--- src/rtl/crab_pkg.sv ---
// Shared constants and register indexes for the clipped RGBA alpha blitter.
// No dependencies; imported by crab_blend and clipped_rgba_alpha_blit.
package crab_pkg;

   // Largest canvas or sprite dimension in pixels.
   localparam int MAX_DIM  = 1024;

   // Fixed field widths.
   localparam int CHAN_W   = 8;
   localparam int CFG_W    = 11;
   localparam int ADDR_W   = 20;

   // Widths that follow from MAX_DIM.
   localparam int CNT_W    = $clog2(MAX_DIM);
   localparam int DIM_W    = CNT_W + 1;
   localparam int CLAMP_W  = (DIM_W > CFG_W) ? DIM_W : CFG_W;
   localparam int COORD_W  = ((CFG_W > CNT_W) ? CFG_W : CNT_W) + 2;
   localparam int PROD_W   = CNT_W + CLAMP_W + 1;

   localparam logic [CHAN_W-1:0] CHAN_MAX   = '1;
   localparam logic [CHAN_W-1:0] CHAN_ROUND = CHAN_MAX >> 1;

   // Register indexes on the configuration port; REG_UNMAPPED is the first
   // index past the register list.
   typedef enum logic [2:0] {
      REG_CANVAS_WIDTH  = 3'd0,
      REG_CANVAS_HEIGHT = 3'd1,
      REG_DEST_X        = 3'd2,
      REG_DEST_Y        = 3'd3,
      REG_SRC_WIDTH     = 3'd4,
      REG_SRC_HEIGHT    = 3'd5,
      REG_UNMAPPED      = 3'd6
   } reg_index_type;

endpackage

--- src/rtl/crab_blend.sv ---
// One color channel of the source-over blend: (s*a + d*(255-a) + 127) / 255.
// Depends on crab_pkg for the channel width and blend constants.
module crab_blend (
   input  logic [crab_pkg::CHAN_W-1:0] src,
   input  logic [crab_pkg::CHAN_W-1:0] dst,
   input  logic [crab_pkg::CHAN_W-1:0] alpha,
   output logic [crab_pkg::CHAN_W-1:0] result
);
   import crab_pkg::*;

   localparam int SUM_W = 2 * CHAN_W + 1;

   logic [2*CHAN_W-1:0] prod_src;
   logic [2*CHAN_W-1:0] prod_dst;
   logic [SUM_W-1:0]    sum;
   logic [SUM_W-1:0]    quot;

   assign prod_src = (2*CHAN_W)'(src) * (2*CHAN_W)'(alpha);
   assign prod_dst = (2*CHAN_W)'(dst) * (2*CHAN_W)'(CHAN_MAX - alpha);
   assign sum      = SUM_W'(prod_src) + SUM_W'(prod_dst) + SUM_W'(CHAN_ROUND);

   // Divide by 255 with the reciprocal trick, exact for sums below 2^16 - 1.
   assign quot     = (sum + (sum >> CHAN_W) + SUM_W'(1)) >> CHAN_W;
   assign result   = quot[CHAN_W-1:0];

endmodule

--- src/rtl/clipped_rgba_alpha_blit.sv ---
// Top level of the clipped RGBA alpha blitter: raster counters, clipping,
// blend and address, APB-style register port. Depends on crab_pkg, crab_blend.
//
//   channel   direction  handshake         carries
//   req_*     in         valid / ready     sprite RGBA pixel and canvas RGB under it
//   rsp_*     out        valid / ready     write enable, canvas address, blended RGB, last
//   csr_*     in         psel / penable    six configuration registers, 4-byte stride
//
// One transaction per clock sustained while rsp_ready is high; rsp_valid rises once the
// input register and then the result register (holding blend and address) have taken it.
// The result register carries the 8x8 blend multiplies and the row-times-width
// multiply; the input stage holds the counter, clip compare and last flag.
// Reset clears the counters and valid flags and restores register defaults.
// A stalled rsp_ready holds both stages; req_ready drops only when both are full.
module clipped_rgba_alpha_blit (
   input  logic                        clock,
   input  logic                        reset,

   input  logic                        req_valid,
   output logic                        req_ready,
   input  logic [crab_pkg::CHAN_W-1:0] req_src_red,
   input  logic [crab_pkg::CHAN_W-1:0] req_src_green,
   input  logic [crab_pkg::CHAN_W-1:0] req_src_blue,
   input  logic [crab_pkg::CHAN_W-1:0] req_src_alpha,
   input  logic [crab_pkg::CHAN_W-1:0] req_canvas_red,
   input  logic [crab_pkg::CHAN_W-1:0] req_canvas_green,
   input  logic [crab_pkg::CHAN_W-1:0] req_canvas_blue,

   output logic                        rsp_valid,
   input  logic                        rsp_ready,
   output logic                        rsp_write_enable,
   output logic [crab_pkg::ADDR_W-1:0] rsp_pixel_address,
   output logic [crab_pkg::CHAN_W-1:0] rsp_out_red,
   output logic [crab_pkg::CHAN_W-1:0] rsp_out_green,
   output logic [crab_pkg::CHAN_W-1:0] rsp_out_blue,
   output logic                        rsp_last_pixel,

   input  logic                        csr_psel,
   input  logic                        csr_penable,
   input  logic                        csr_pwrite,
   input  logic [4:0]                  csr_paddr,
   input  logic [31:0]                 csr_pwdata,
   output logic [31:0]                 csr_prdata,
   output logic                        csr_pready
);
   import crab_pkg::*;

   // Input-stage payload: pixel data plus clip results for this pixel.
   typedef struct packed {
      logic [CHAN_W-1:0] src_red;
      logic [CHAN_W-1:0] src_green;
      logic [CHAN_W-1:0] src_blue;
      logic [CHAN_W-1:0] src_alpha;
      logic [CHAN_W-1:0] canvas_red;
      logic [CHAN_W-1:0] canvas_green;
      logic [CHAN_W-1:0] canvas_blue;
      logic [CNT_W-1:0]  x;
      logic [CNT_W-1:0]  y;
      logic              in_canvas;
      logic              last;
   } stage_type;

   // ---------------------------------------------------------------- registers
   logic [CFG_W-1:0] canvas_width_ff, canvas_height_ff;
   logic [CFG_W-1:0] dest_x_ff, dest_y_ff;
   logic [CFG_W-1:0] src_width_ff, src_height_ff;

   reg_index_type    csr_index;
   logic             csr_write;

   assign csr_pready = 1'b1;
   assign csr_index  = reg_index_type'(csr_paddr[4:2]);
   assign csr_write  = csr_psel && csr_penable && csr_pwrite && csr_pready;

   always_ff @(posedge clock) begin
      if (reset) begin
         canvas_width_ff  <= CFG_W'(MAX_DIM);
         canvas_height_ff <= CFG_W'(MAX_DIM);
         dest_x_ff        <= '0;
         dest_y_ff        <= '0;
         src_width_ff     <= CFG_W'(1);
         src_height_ff    <= CFG_W'(1);
      end else if (csr_write) begin
         unique case (csr_index)
            REG_CANVAS_WIDTH:  canvas_width_ff  <= csr_pwdata[CFG_W-1:0];
            REG_CANVAS_HEIGHT: canvas_height_ff <= csr_pwdata[CFG_W-1:0];
            REG_DEST_X:        dest_x_ff        <= csr_pwdata[CFG_W-1:0];
            REG_DEST_Y:        dest_y_ff        <= csr_pwdata[CFG_W-1:0];
            REG_SRC_WIDTH:     src_width_ff     <= csr_pwdata[CFG_W-1:0];
            REG_SRC_HEIGHT:    src_height_ff    <= csr_pwdata[CFG_W-1:0];
            default: ;  // drop writes past the register list
         endcase
      end
   end

   always_comb begin
      unique case (csr_index)
         REG_CANVAS_WIDTH:  csr_prdata = 32'(canvas_width_ff);
         REG_CANVAS_HEIGHT: csr_prdata = 32'(canvas_height_ff);
         REG_DEST_X:        csr_prdata = 32'(dest_x_ff);
         REG_DEST_Y:        csr_prdata = 32'(dest_y_ff);
         REG_SRC_WIDTH:     csr_prdata = 32'(src_width_ff);
         REG_SRC_HEIGHT:    csr_prdata = 32'(src_height_ff);
         default:           csr_prdata = '0;
      endcase
   end

   // ------------------------------------------------------- clamped dimensions
   logic [CLAMP_W-1:0] src_w, src_h, canvas_w, canvas_h;

   // Sprite sizes: zero acts as one, anything above MAX_DIM saturates.
   // Canvas sizes only saturate; zero clips everything away.
   always_comb begin
      src_w    = CLAMP_W'(src_width_ff);
      src_h    = CLAMP_W'(src_height_ff);
      canvas_w = CLAMP_W'(canvas_width_ff);
      canvas_h = CLAMP_W'(canvas_height_ff);
      if (src_w == '0)                   src_w    = CLAMP_W'(1);
      if (src_w > CLAMP_W'(MAX_DIM))     src_w    = CLAMP_W'(MAX_DIM);
      if (src_h == '0)                   src_h    = CLAMP_W'(1);
      if (src_h > CLAMP_W'(MAX_DIM))     src_h    = CLAMP_W'(MAX_DIM);
      if (canvas_w > CLAMP_W'(MAX_DIM))  canvas_w = CLAMP_W'(MAX_DIM);
      if (canvas_h > CLAMP_W'(MAX_DIM))  canvas_h = CLAMP_W'(MAX_DIM);
   end

   // ------------------------------------------------------------ handshakes
   logic      s1_valid_ff, s1_valid_in;
   stage_type s1_ff;
   logic      rsp_valid_ff, rsp_valid_in;
   logic      out_load;
   logic      s1_load;

   // The result register takes a new value whenever it is empty or being drained.
   assign out_load  = !rsp_valid_ff || rsp_ready;
   assign req_ready = !s1_valid_ff || out_load;
   assign s1_load   = req_valid && req_ready;

   assign s1_valid_in  = s1_load || (s1_valid_ff && !out_load);
   assign rsp_valid_in = s1_valid_ff || (rsp_valid_ff && !out_load);

   always_ff @(posedge clock) begin
      if (reset) begin
         s1_valid_ff  <= 1'b0;
         rsp_valid_ff <= 1'b0;
      end else begin
         s1_valid_ff  <= s1_valid_in;
         rsp_valid_ff <= rsp_valid_in;
      end
   end

   // -------------------------------------------------------- raster counters
   logic [CNT_W-1:0]   col_ff, col_in;
   logic [CNT_W-1:0]   row_ff, row_in;
   logic               end_col, end_row, last;
   logic [COORD_W-1:0] x_pos, y_pos;
   logic               in_canvas;

   // A counter at or past the last column or row ends it, so a size shrunk
   // mid-blit still terminates.
   assign end_col = CLAMP_W'(col_ff) >= (src_w - CLAMP_W'(1));
   assign end_row = CLAMP_W'(row_ff) >= (src_h - CLAMP_W'(1));
   assign last    = end_col && end_row;

   assign x_pos     = COORD_W'(signed'(dest_x_ff)) + COORD_W'(col_ff);
   assign y_pos     = COORD_W'(signed'(dest_y_ff)) + COORD_W'(row_ff);
   assign in_canvas = !x_pos[COORD_W-1] && !y_pos[COORD_W-1]
                      && (x_pos < COORD_W'(canvas_w)) && (y_pos < COORD_W'(canvas_h));

   always_comb begin
      col_in = col_ff;
      row_in = row_ff;
      if (s1_load) begin
         priority if (last) begin
            col_in = '0;
            row_in = '0;
         end else if (end_col) begin
            col_in = '0;
            row_in = row_ff + CNT_W'(1);
         end else begin
            col_in = col_ff + CNT_W'(1);
         end
      end
   end

   always_ff @(posedge clock) begin
      if (reset) begin
         col_ff <= '0;
         row_ff <= '0;
      end else begin
         col_ff <= col_in;
         row_ff <= row_in;
      end
   end

   // ------------------------------------------------------------ input stage
   always_ff @(posedge clock) begin
      if (s1_load) begin
         s1_ff.src_red      <= req_src_red;
         s1_ff.src_green    <= req_src_green;
         s1_ff.src_blue     <= req_src_blue;
         s1_ff.src_alpha    <= req_src_alpha;
         s1_ff.canvas_red   <= req_canvas_red;
         s1_ff.canvas_green <= req_canvas_green;
         s1_ff.canvas_blue  <= req_canvas_blue;
         s1_ff.x            <= x_pos[CNT_W-1:0];
         s1_ff.y            <= y_pos[CNT_W-1:0];
         s1_ff.in_canvas    <= in_canvas;
         s1_ff.last         <= last;
      end
   end

   // --------------------------------------------------- blend and address
   logic [CHAN_W-1:0] blend_red, blend_green, blend_blue;
   logic [PROD_W-1:0] addr_full;

   crab_blend u_blend_red (
      .src    (s1_ff.src_red),
      .dst    (s1_ff.canvas_red),
      .alpha  (s1_ff.src_alpha),
      .result (blend_red)
   );

   crab_blend u_blend_green (
      .src    (s1_ff.src_green),
      .dst    (s1_ff.canvas_green),
      .alpha  (s1_ff.src_alpha),
      .result (blend_green)
   );

   crab_blend u_blend_blue (
      .src    (s1_ff.src_blue),
      .dst    (s1_ff.canvas_blue),
      .alpha  (s1_ff.src_alpha),
      .result (blend_blue)
   );

   // Read here; user keeps canvas width stable while pixels are in flight, not enforced.
   assign addr_full = PROD_W'(s1_ff.y) * PROD_W'(canvas_w) + PROD_W'(s1_ff.x);

   // ----------------------------------------------------------- result stage
   logic              we_ff;
   logic [ADDR_W-1:0] addr_ff;
   logic [CHAN_W-1:0] red_ff, green_ff, blue_ff;
   logic              last_ff;

   always_ff @(posedge clock) begin
      if (out_load && s1_valid_ff) begin
         we_ff    <= s1_ff.in_canvas;
         last_ff  <= s1_ff.last;
         // Clipped pixels carry zero address and color.
         addr_ff  <= s1_ff.in_canvas ? ADDR_W'(addr_full) : '0;
         red_ff   <= s1_ff.in_canvas ? blend_red   : '0;
         green_ff <= s1_ff.in_canvas ? blend_green : '0;
         blue_ff  <= s1_ff.in_canvas ? blend_blue  : '0;
      end
   end

   assign rsp_valid         = rsp_valid_ff;
   assign rsp_write_enable  = we_ff;
   assign rsp_pixel_address = addr_ff;
   assign rsp_out_red       = red_ff;
   assign rsp_out_green     = green_ff;
   assign rsp_out_blue      = blue_ff;
   assign rsp_last_pixel    = last_ff;

   // ------------------------------------------------------------- assertions
   a_clip_zero: assert property (@(posedge clock) disable iff (reset)
      (rsp_valid && !rsp_write_enable) |->
         (rsp_pixel_address == '0 && rsp_out_red == '0
          && rsp_out_green == '0 && rsp_out_blue == '0))
      else $error("clipped pixel carries nonzero address or color");

   a_last_wraps: assert property (@(posedge clock) disable iff (reset)
      (s1_load && last) |=> (col_ff == '0 && row_ff == '0))
      else $error("counters did not return to origin after last pixel");

   a_full_blocks: assert property (@(posedge clock) disable iff (reset)
      (s1_valid_ff && rsp_valid_ff && !rsp_ready) |-> !req_ready)
      else $error("input accepted while both stages are stalled");

   a_stage_holds: assert property (@(posedge clock) disable iff (reset)
      (s1_valid_ff && !out_load) |=> (s1_valid_ff && $stable(s1_ff)))
      else $error("input stage lost or changed a stalled transaction");

endmodule
--- config.mk ---
export PLATFORM = sky130hd
export DESIGN_NAME = clipped_rgba_alpha_blit
export DESIGN_NICKNAME = d
export VERILOG_FILES = /design/src/rtl/crab_pkg.sv /design/src/rtl/crab_blend.sv /design/src/rtl/clipped_rgba_alpha_blit.sv
export SDC_FILE = /design/constraint.sdc
export NUM_CORES = 2
export LEC_CHECK = 0
export ABC_AREA = 1
export BUFFER_PORTS_ARGS = -buffer_cell sky130_fd_sc_hd__buf_2
export CORE_MARGIN = 2
export CORE_UTILIZATION = 35
export CTS_CLUSTER_SIZE = 8
export DETAILED_ROUTE_END_ITERATION = 8
export PLACE_DENSITY_LB_ADDON = 0.2
export RECOVER_POWER = 50
export SYNTH_ARGS = -nofsm -noshare
export SYNTH_HDL_FRONTEND = slang
export SYNTH_SLANG_ARGS = --single-unit
--- constraint.sdc ---
create_clock -name clock -period 12.75 [get_ports clock]
set_input_delay 0.6375 -clock clock [delete_from_list [all_inputs] [get_ports clock]]
set_output_delay 0.6375 -clock clock [all_outputs]
set_load 0.005 [all_outputs]
# == Word level (Yosys, flattened, before mapping) ==
# Cells that the tools add are included.
# classes
reduce_logical,30
n_lt_le_gt_ge,8
n_mul,7
add_sub_neg,20
n_eq_ne,5
muxes,11
# op_table
cell,n
11-bit two-way mux,6
11-bit one-hot mux with 6 select lines,1
16-bit by 16-bit adder with 17-bit output,3
"17-bit by 7-bit adder with 17-bit output, second input constant",3
"16-bit by 1-bit adder with 16-bit output, second input constant",3
16-bit by 9-bit adder with 16-bit output,3
8-bit by 16-bit multiplier with 16-bit output,3
8-bit by 8-bit multiplier with 16-bit output,3
"11-bit > comparator, second input constant",4
10-bit two-way mux,4
13-bit by 11-bit less-than comparator with 1-bit output,2
11-bit by 11-bit adder with 12-bit output,2
10-bit by 11-bit greater-or-equal comparator with 1-bit output,2
11-bit zero test,2
"11-bit by 1-bit subtractor with 11-bit output, second input constant",2
"10-bit by 1-bit adder with 10-bit output, second input constant",2
20-bit by 10-bit adder with 20-bit output,1
10-bit by 11-bit multiplier with 20-bit output,1
2-bit AND reduction,7
1-bit logical AND,10
"8-bit by 8-bit subtractor with 9-bit output, first input constant",1
"3-bit by 2-bit equality test with 1-bit output, second input constant",2
"3-bit equality test, second input constant",2
1-bit zero test,5
4 further kinds,7
# totals
register_bits,212
in_bits,100
elab_cells,108
output_inout_bits,81

# == Longest topological paths before layout ==
# logic_depth
word_depth,9
ltp_mapped,48
mapped_depth_nobuf,47

# == Cells and area by module ==
# Synthesis repeated with hierarchy kept, for this count alone.
# unflattened
cells_unflattened,4012
area_unflattened_um2,31310.0
# by_module_without_submodules
module,cells_each,instances,area_each_um2,seq_area_each_um2
clipped_rgba_alpha_blit,1615,1,14253.7,5485.3
crab_blend (u_blend_blue),815,1,5738.0,0.0
crab_blend (u_blend_green),792,1,5679.2,0.0
crab_blend (u_blend_red),790,1,5639.2,0.0

# == Least setup slack after synthesis ==
# No wires, ideal clock.
# synth_timing
path_kind,register to register
start,register s1_ff[47] (netlist name)
end,register green_ff[3] (netlist: rsp_out_green[3]) (data pin)
slack_ns,3.867
setup_ns,0.253
required_ns,12.497
synth_period_minus_slack_ns,8.883
path_stages_with_launch,43
path_buffers,2
arrival_ns,8.630
path_cell_list,edfxtp_1 clkbuf_1 clkbuf_1 nor2_1 fa_1 fa_1 inv_1 fa_1 fa_1 inv_1 ha_1 inv_1 o21bai_1 a31oi_1 xor2_1 fa_1 fa_1 inv_1 [7 not listed] nand2_1 nand2_1 nand2_1 xnor2_1 inv_1 ha_1 a21oi_1 nor2_1 a211oi_1 nand2_1 nand3_1 nand2_1 nand2_1 nand2_1 nand2_1 nand2_1 nand2_1 nor2_1
# synth_via
elab_chain_len,6
word_cells_on_any_way,7
classes_between,add/sub (5); mul (2)
# synth_rtl
item,line_no,source
"start, declared",clipped_rgba_alpha_blit.sv:128,stage_type s1_ff;
8-bit by 8-bit subtractor with 9-bit output,crab_blend.sv:19,assign prod_dst = (2*CHAN_W)'(dst) * (2*CHAN_W)'(CHAN_MAX - alpha);
8-bit by 16-bit multiplier with 16-bit output,crab_blend.sv:19,
16-bit by 16-bit adder with 17-bit output *,crab_blend.sv:20,assign sum = SUM_W'(prod_src) + SUM_W'(prod_dst) + SUM_W'(CHAN_ROUND);
17-bit by 7-bit adder with 17-bit output *,crab_blend.sv:20,
16-bit by 9-bit adder with 16-bit output *,crab_blend.sv:23,assign quot = (sum + (sum >> CHAN_W) + SUM_W'(1)) >> CHAN_W;
16-bit by 1-bit adder with 16-bit output *,crab_blend.sv:23,
"end signal, assigned",clipped_rgba_alpha_blit.sv:253,green_ff <= s1_ff.in_canvas ? blend_green : '0;
"end, declared",clipped_rgba_alpha_blit.sv:243,"logic [CHAN_W-1:0] red_ff, green_ff, blue_ff;"
# Every way passes the cells marked *; elsewhere a longest branch is shown, timed or not.
# A chain may end at the register's enable or synchronous reset.

# == Worst setup path after layout ==
# Same ends and word-level chain as after synthesis.

==> results.md <==
- Die area: 0.0903 mm^2
- Sequential cell area: 0.00549 mm^2
- Initial core utilization: 35.4%
- Synthesized-area fraction occupied by ao, oa, aoi and oai cells: 7.25%
- Sum of net half-perimeters after detailed placement: 63.0 mm
- Data required time of the worst path: 13.08 ns
- Final Skew: 0.0255 ns
- Library cell with the highest instance count after synthesis: sky130_fd_sc_hd__inv_1
- Cell at the root of the clock tree: sky130_fd_sc_hd__clkbuf_16
- Worst setup SP type: flop
- Fraction of the mapped netlist area in adder cells: 38.7%
- Pre-CTS setup slack: 2.77 ns
- Hold bufs inserted after CTS: 0
- Biggest cell delay along the critical path: 0.73 ns
- First-pass iteration count of the detailed router: 5
- Number of vias after detailed routing: 24900
- Number of violations of the max-capacitance limit: 2
- Top achievable clock speed: 99.8 MHz
- Largest cells by area after synthesis: sky130_fd_sc_hd__fa_1, sky130_fd_sc_hd__ha_1, sky130_fd_sc_hd__edfxtp_1
- Post-synthesis share of cell area spent on xor and xnor gates: 3.15%
- Warning count from the yosys run: 0
- Count of distinct cell types in the synthesized netlist: 60
- Number of H-tree levels: 2
- Top cells by count, synth: sky130_fd_sc_hd__inv_1, sky130_fd_sc_hd__nand2_1, sky130_fd_sc_hd__nor2_1
- Area growth from synthesis to layout: 9.37%
- Vias in the first global route: 25700
- Residual overflow from global routing: 0
- Setup repair after global routing missed its margin: false
- Worst Setup End Kind: flop
- Max clock buf depth: 3
- Critical path fanouts, max: 15
- EDFF count, synth: 124
- Filler Cell Count: 9134
- Final GP Congestion: 0.874
- Core area: 0.0869 mm^2
- Die Span X: 300 um
- Fin cells: 5301
- Final period utilization: 78.6%
- Yosys reg bits: 212
- Number of pins exceeding their max-slew limit in the final report: 87
- Clk Latency, worst-skew pair: 0.59 ns
- Ports: 181
- Top cell type's share of synthesized area: 23.0%
- Final setup fails: 0
- Final sum of negative setup slack: 0 ns
- Sequential element share of the synthesized area: 17.8%
- Overall track demand over capacity in global routing: 18.3%
- Number of design rule violations left after detail routing: 0
- Cell area after synthesis: 0.0308 mm^2
- Maximum number of pins on one net before global-route repair: 65
- Async SR Flop Fraction: 0%
- Gate count after technology mapping: 4023
- Combinational family with the most area after synthesis: adder cells
- Time the final worst path needs with I/O delays and setup: 10.02 ns
- Initial antenna violation count: 9
- Sinks on the clock net: 212
- Rel. slew slack: -111%
- Detail-routed via count per cell: 4.69
- Number of endpoints with negative hold slack in the final report: 0
- Fraction of layout instances using a drive strength above 1: 4.56%
- Worst Path Arrival: 10.36 ns
- Dominant cell type by count on the critical path: sky130_fd_sc_hd__nand2_1
- First-pass GRT wire length: 133 mm
- Simple-gate share of the synthesized area: 19.8%
- Die Ht: 300 um
- Area used by multi-input combinational logic: 0.0213 mm^2
- Outcome: finished with violations
- Class of the tightest hold or removal check: in -> reg
- Violated checks: capacitance limit, slew limit
- Critical path start-end classification: reg -> reg
- Library cell with the largest summed area after synthesis: sky130_fd_sc_hd__fa_1
- Clock-pin slew on the worst setup and hold paths: 0.06 ns
- FP Rows: 108
- Net count of the finished layout: 4961
- Routed WL per cell: 14.9 um
- Total wire length after detailed routing: 78.8 mm
- Slowest cell on the critical path: sky130_fd_sc_hd__edfxtp_1
- Count of input and output buffers: 135
- CTS tree: built
- Final setup margin: 2.73 ns
- Detail Route Antenna Nets: 0
- Count of placed standard cells including taps: 5239
- Gates resized, CTS repair: 0
- Mux contribution to synthesized area: 0%
- Clock buffers created by TritonCTS: 36
- Post-synthesis area per instance: 7.64 um^2
- DRT iter0 DRCs: 1310
- Final core utilization: 38.7%
- Top FF cell, synth: sky130_fd_sc_hd__edfxtp_1
- Setup repair bufs after CTS: 0
- Transition time of the tightest slew-check pin: 3.17 ns
-- critical path: cells and delay by family (launching register included) --
family,cells,cell delay (ns)
adder cells (fa/ha/maj),12,5.29
AND/OR/NAND/NOR,15,1.21
AO/OA/AOI/OAI,5,1.00
flip-flops,1,0.73
XOR/XNOR,2,0.73
buffers and inverters,7,0.84
-- kinds of logic (layout without fill, tap and decap cells) --
family | Yosys count | after routing
AOI/OAI and AO/OA | 405 | 405
xor gates and xnor gates | 108 | 108
adders and majority gates | 739 | 739
buffers and inverters | 1054 | 1156
DFF | 212 | 212
other | 2 | 23
and+or+nand+nor | 1503 | 1503
-- through the flow --
| stage | cell area, um^2 | hold slack (ns) |
|---|---|---|
| global route | 33600 | 0.191 |
| global placement | 32600 | 0.491 |
| finish | 33600 | 0.228 |
| CTS | 33700 | 0.172 |
| floorplan | 30800 | 0.400 |
| detailed placement | 32600 | 0.499 |
-- layout make-up --
cell class / count / share of cell area [%]
diodes: 1 / 0.00744
flip-flops and latches: 212 / 16.3
clock buffers: 52 / 2.98
multi-input cells: 2777 / 63.3
inverters: 941 / 10.5
clock inverters: 9 / 0.376
repair buffers: 154 / 2.22
well taps: 1155 / 4.30
-- layer usage --
layer	routed length, um	global-route usage [%]
met5	67	0
met4	1830	4.67
met1	37500	25.3
met3	4210	2.89
met2	35300	29.8
-- flip-flops by register name, summed over array words and instances (netlist names) --
| register | flops |
|---|---|
| rsp_pixel_address | 20 |
| src_width_ff | 11 |
| row_ff | 10 |
| rsp_valid | 1 |
| dest_y_ff | 11 |
| s1_valid_ff | 1 |
| dest_x_ff | 11 |
| canvas_width_ff | 11 |
| rsp_out_blue | 8 |
| rsp_write_enable | 1 |
| s1_ff | 78 |
| rsp_last_pixel | 1 |
| src_height_ff | 11 |
| rsp_out_green | 8 |
| col_ff | 10 |
| canvas_height_ff | 11 |
| rsp_out_red | 8 |
-- cells in the final DEF (no fill, tap or decap), types with 12 or more instances in the layout --
cell                        count
sky130_fd_sc_hd__buf_4         16
sky130_fd_sc_hd__inv_1        922
sky130_fd_sc_hd__nor3_1        31
sky130_fd_sc_hd__ha_1         385
sky130_fd_sc_hd__o21ai_0      120
sky130_fd_sc_hd__edfxtp_1     124
sky130_fd_sc_hd__clkbuf_1      62
sky130_fd_sc_hd__nor2_1       465
sky130_fd_sc_hd__o211ai_1      15
sky130_fd_sc_hd__nand4_1       30
sky130_fd_sc_hd__clkinv_1      12
sky130_fd_sc_hd__dfxtp_1       88
sky130_fd_sc_hd__conb_1        22
sky130_fd_sc_hd__nand2_1      795
sky130_fd_sc_hd__xnor2_1       38
sky130_fd_sc_hd__nand3_1      138
sky130_fd_sc_hd__buf_2         88
sky130_fd_sc_hd__clkbuf_16     36
sky130_fd_sc_hd__a21oi_1      204
sky130_fd_sc_hd__xor2_1        67
sky130_fd_sc_hd__fa_1         354
-- worst paths after layout --
| path | startpoint | to | slack (ns) | cells after the start |
|---|---|---|---|---|
| hold / removal | req_canvas_green[0] | s1_ff[30]$_DFFE_PP_ | 0.23 | 1 |
| setup reg to reg | s1_ff[47]$_DFFE_PP_ | rsp_out_green[3]$_SDFFCE_PN0P_ | 2.73 | 41 |
| setup / recovery | s1_ff[47]$_DFFE_PP_ | rsp_out_green[3]$_SDFFCE_PN0P_ | 2.73 | 41 |
| hold reg to reg | canvas_width_ff[9]$_SDFFE_PP0P_ | canvas_width_ff[9]$_SDFFE_PP0P_ | 0.50 | 2 |
Power is not shown: default switching activity piles up to over one toggle a cycle in this logic, so the estimate is an artifact.
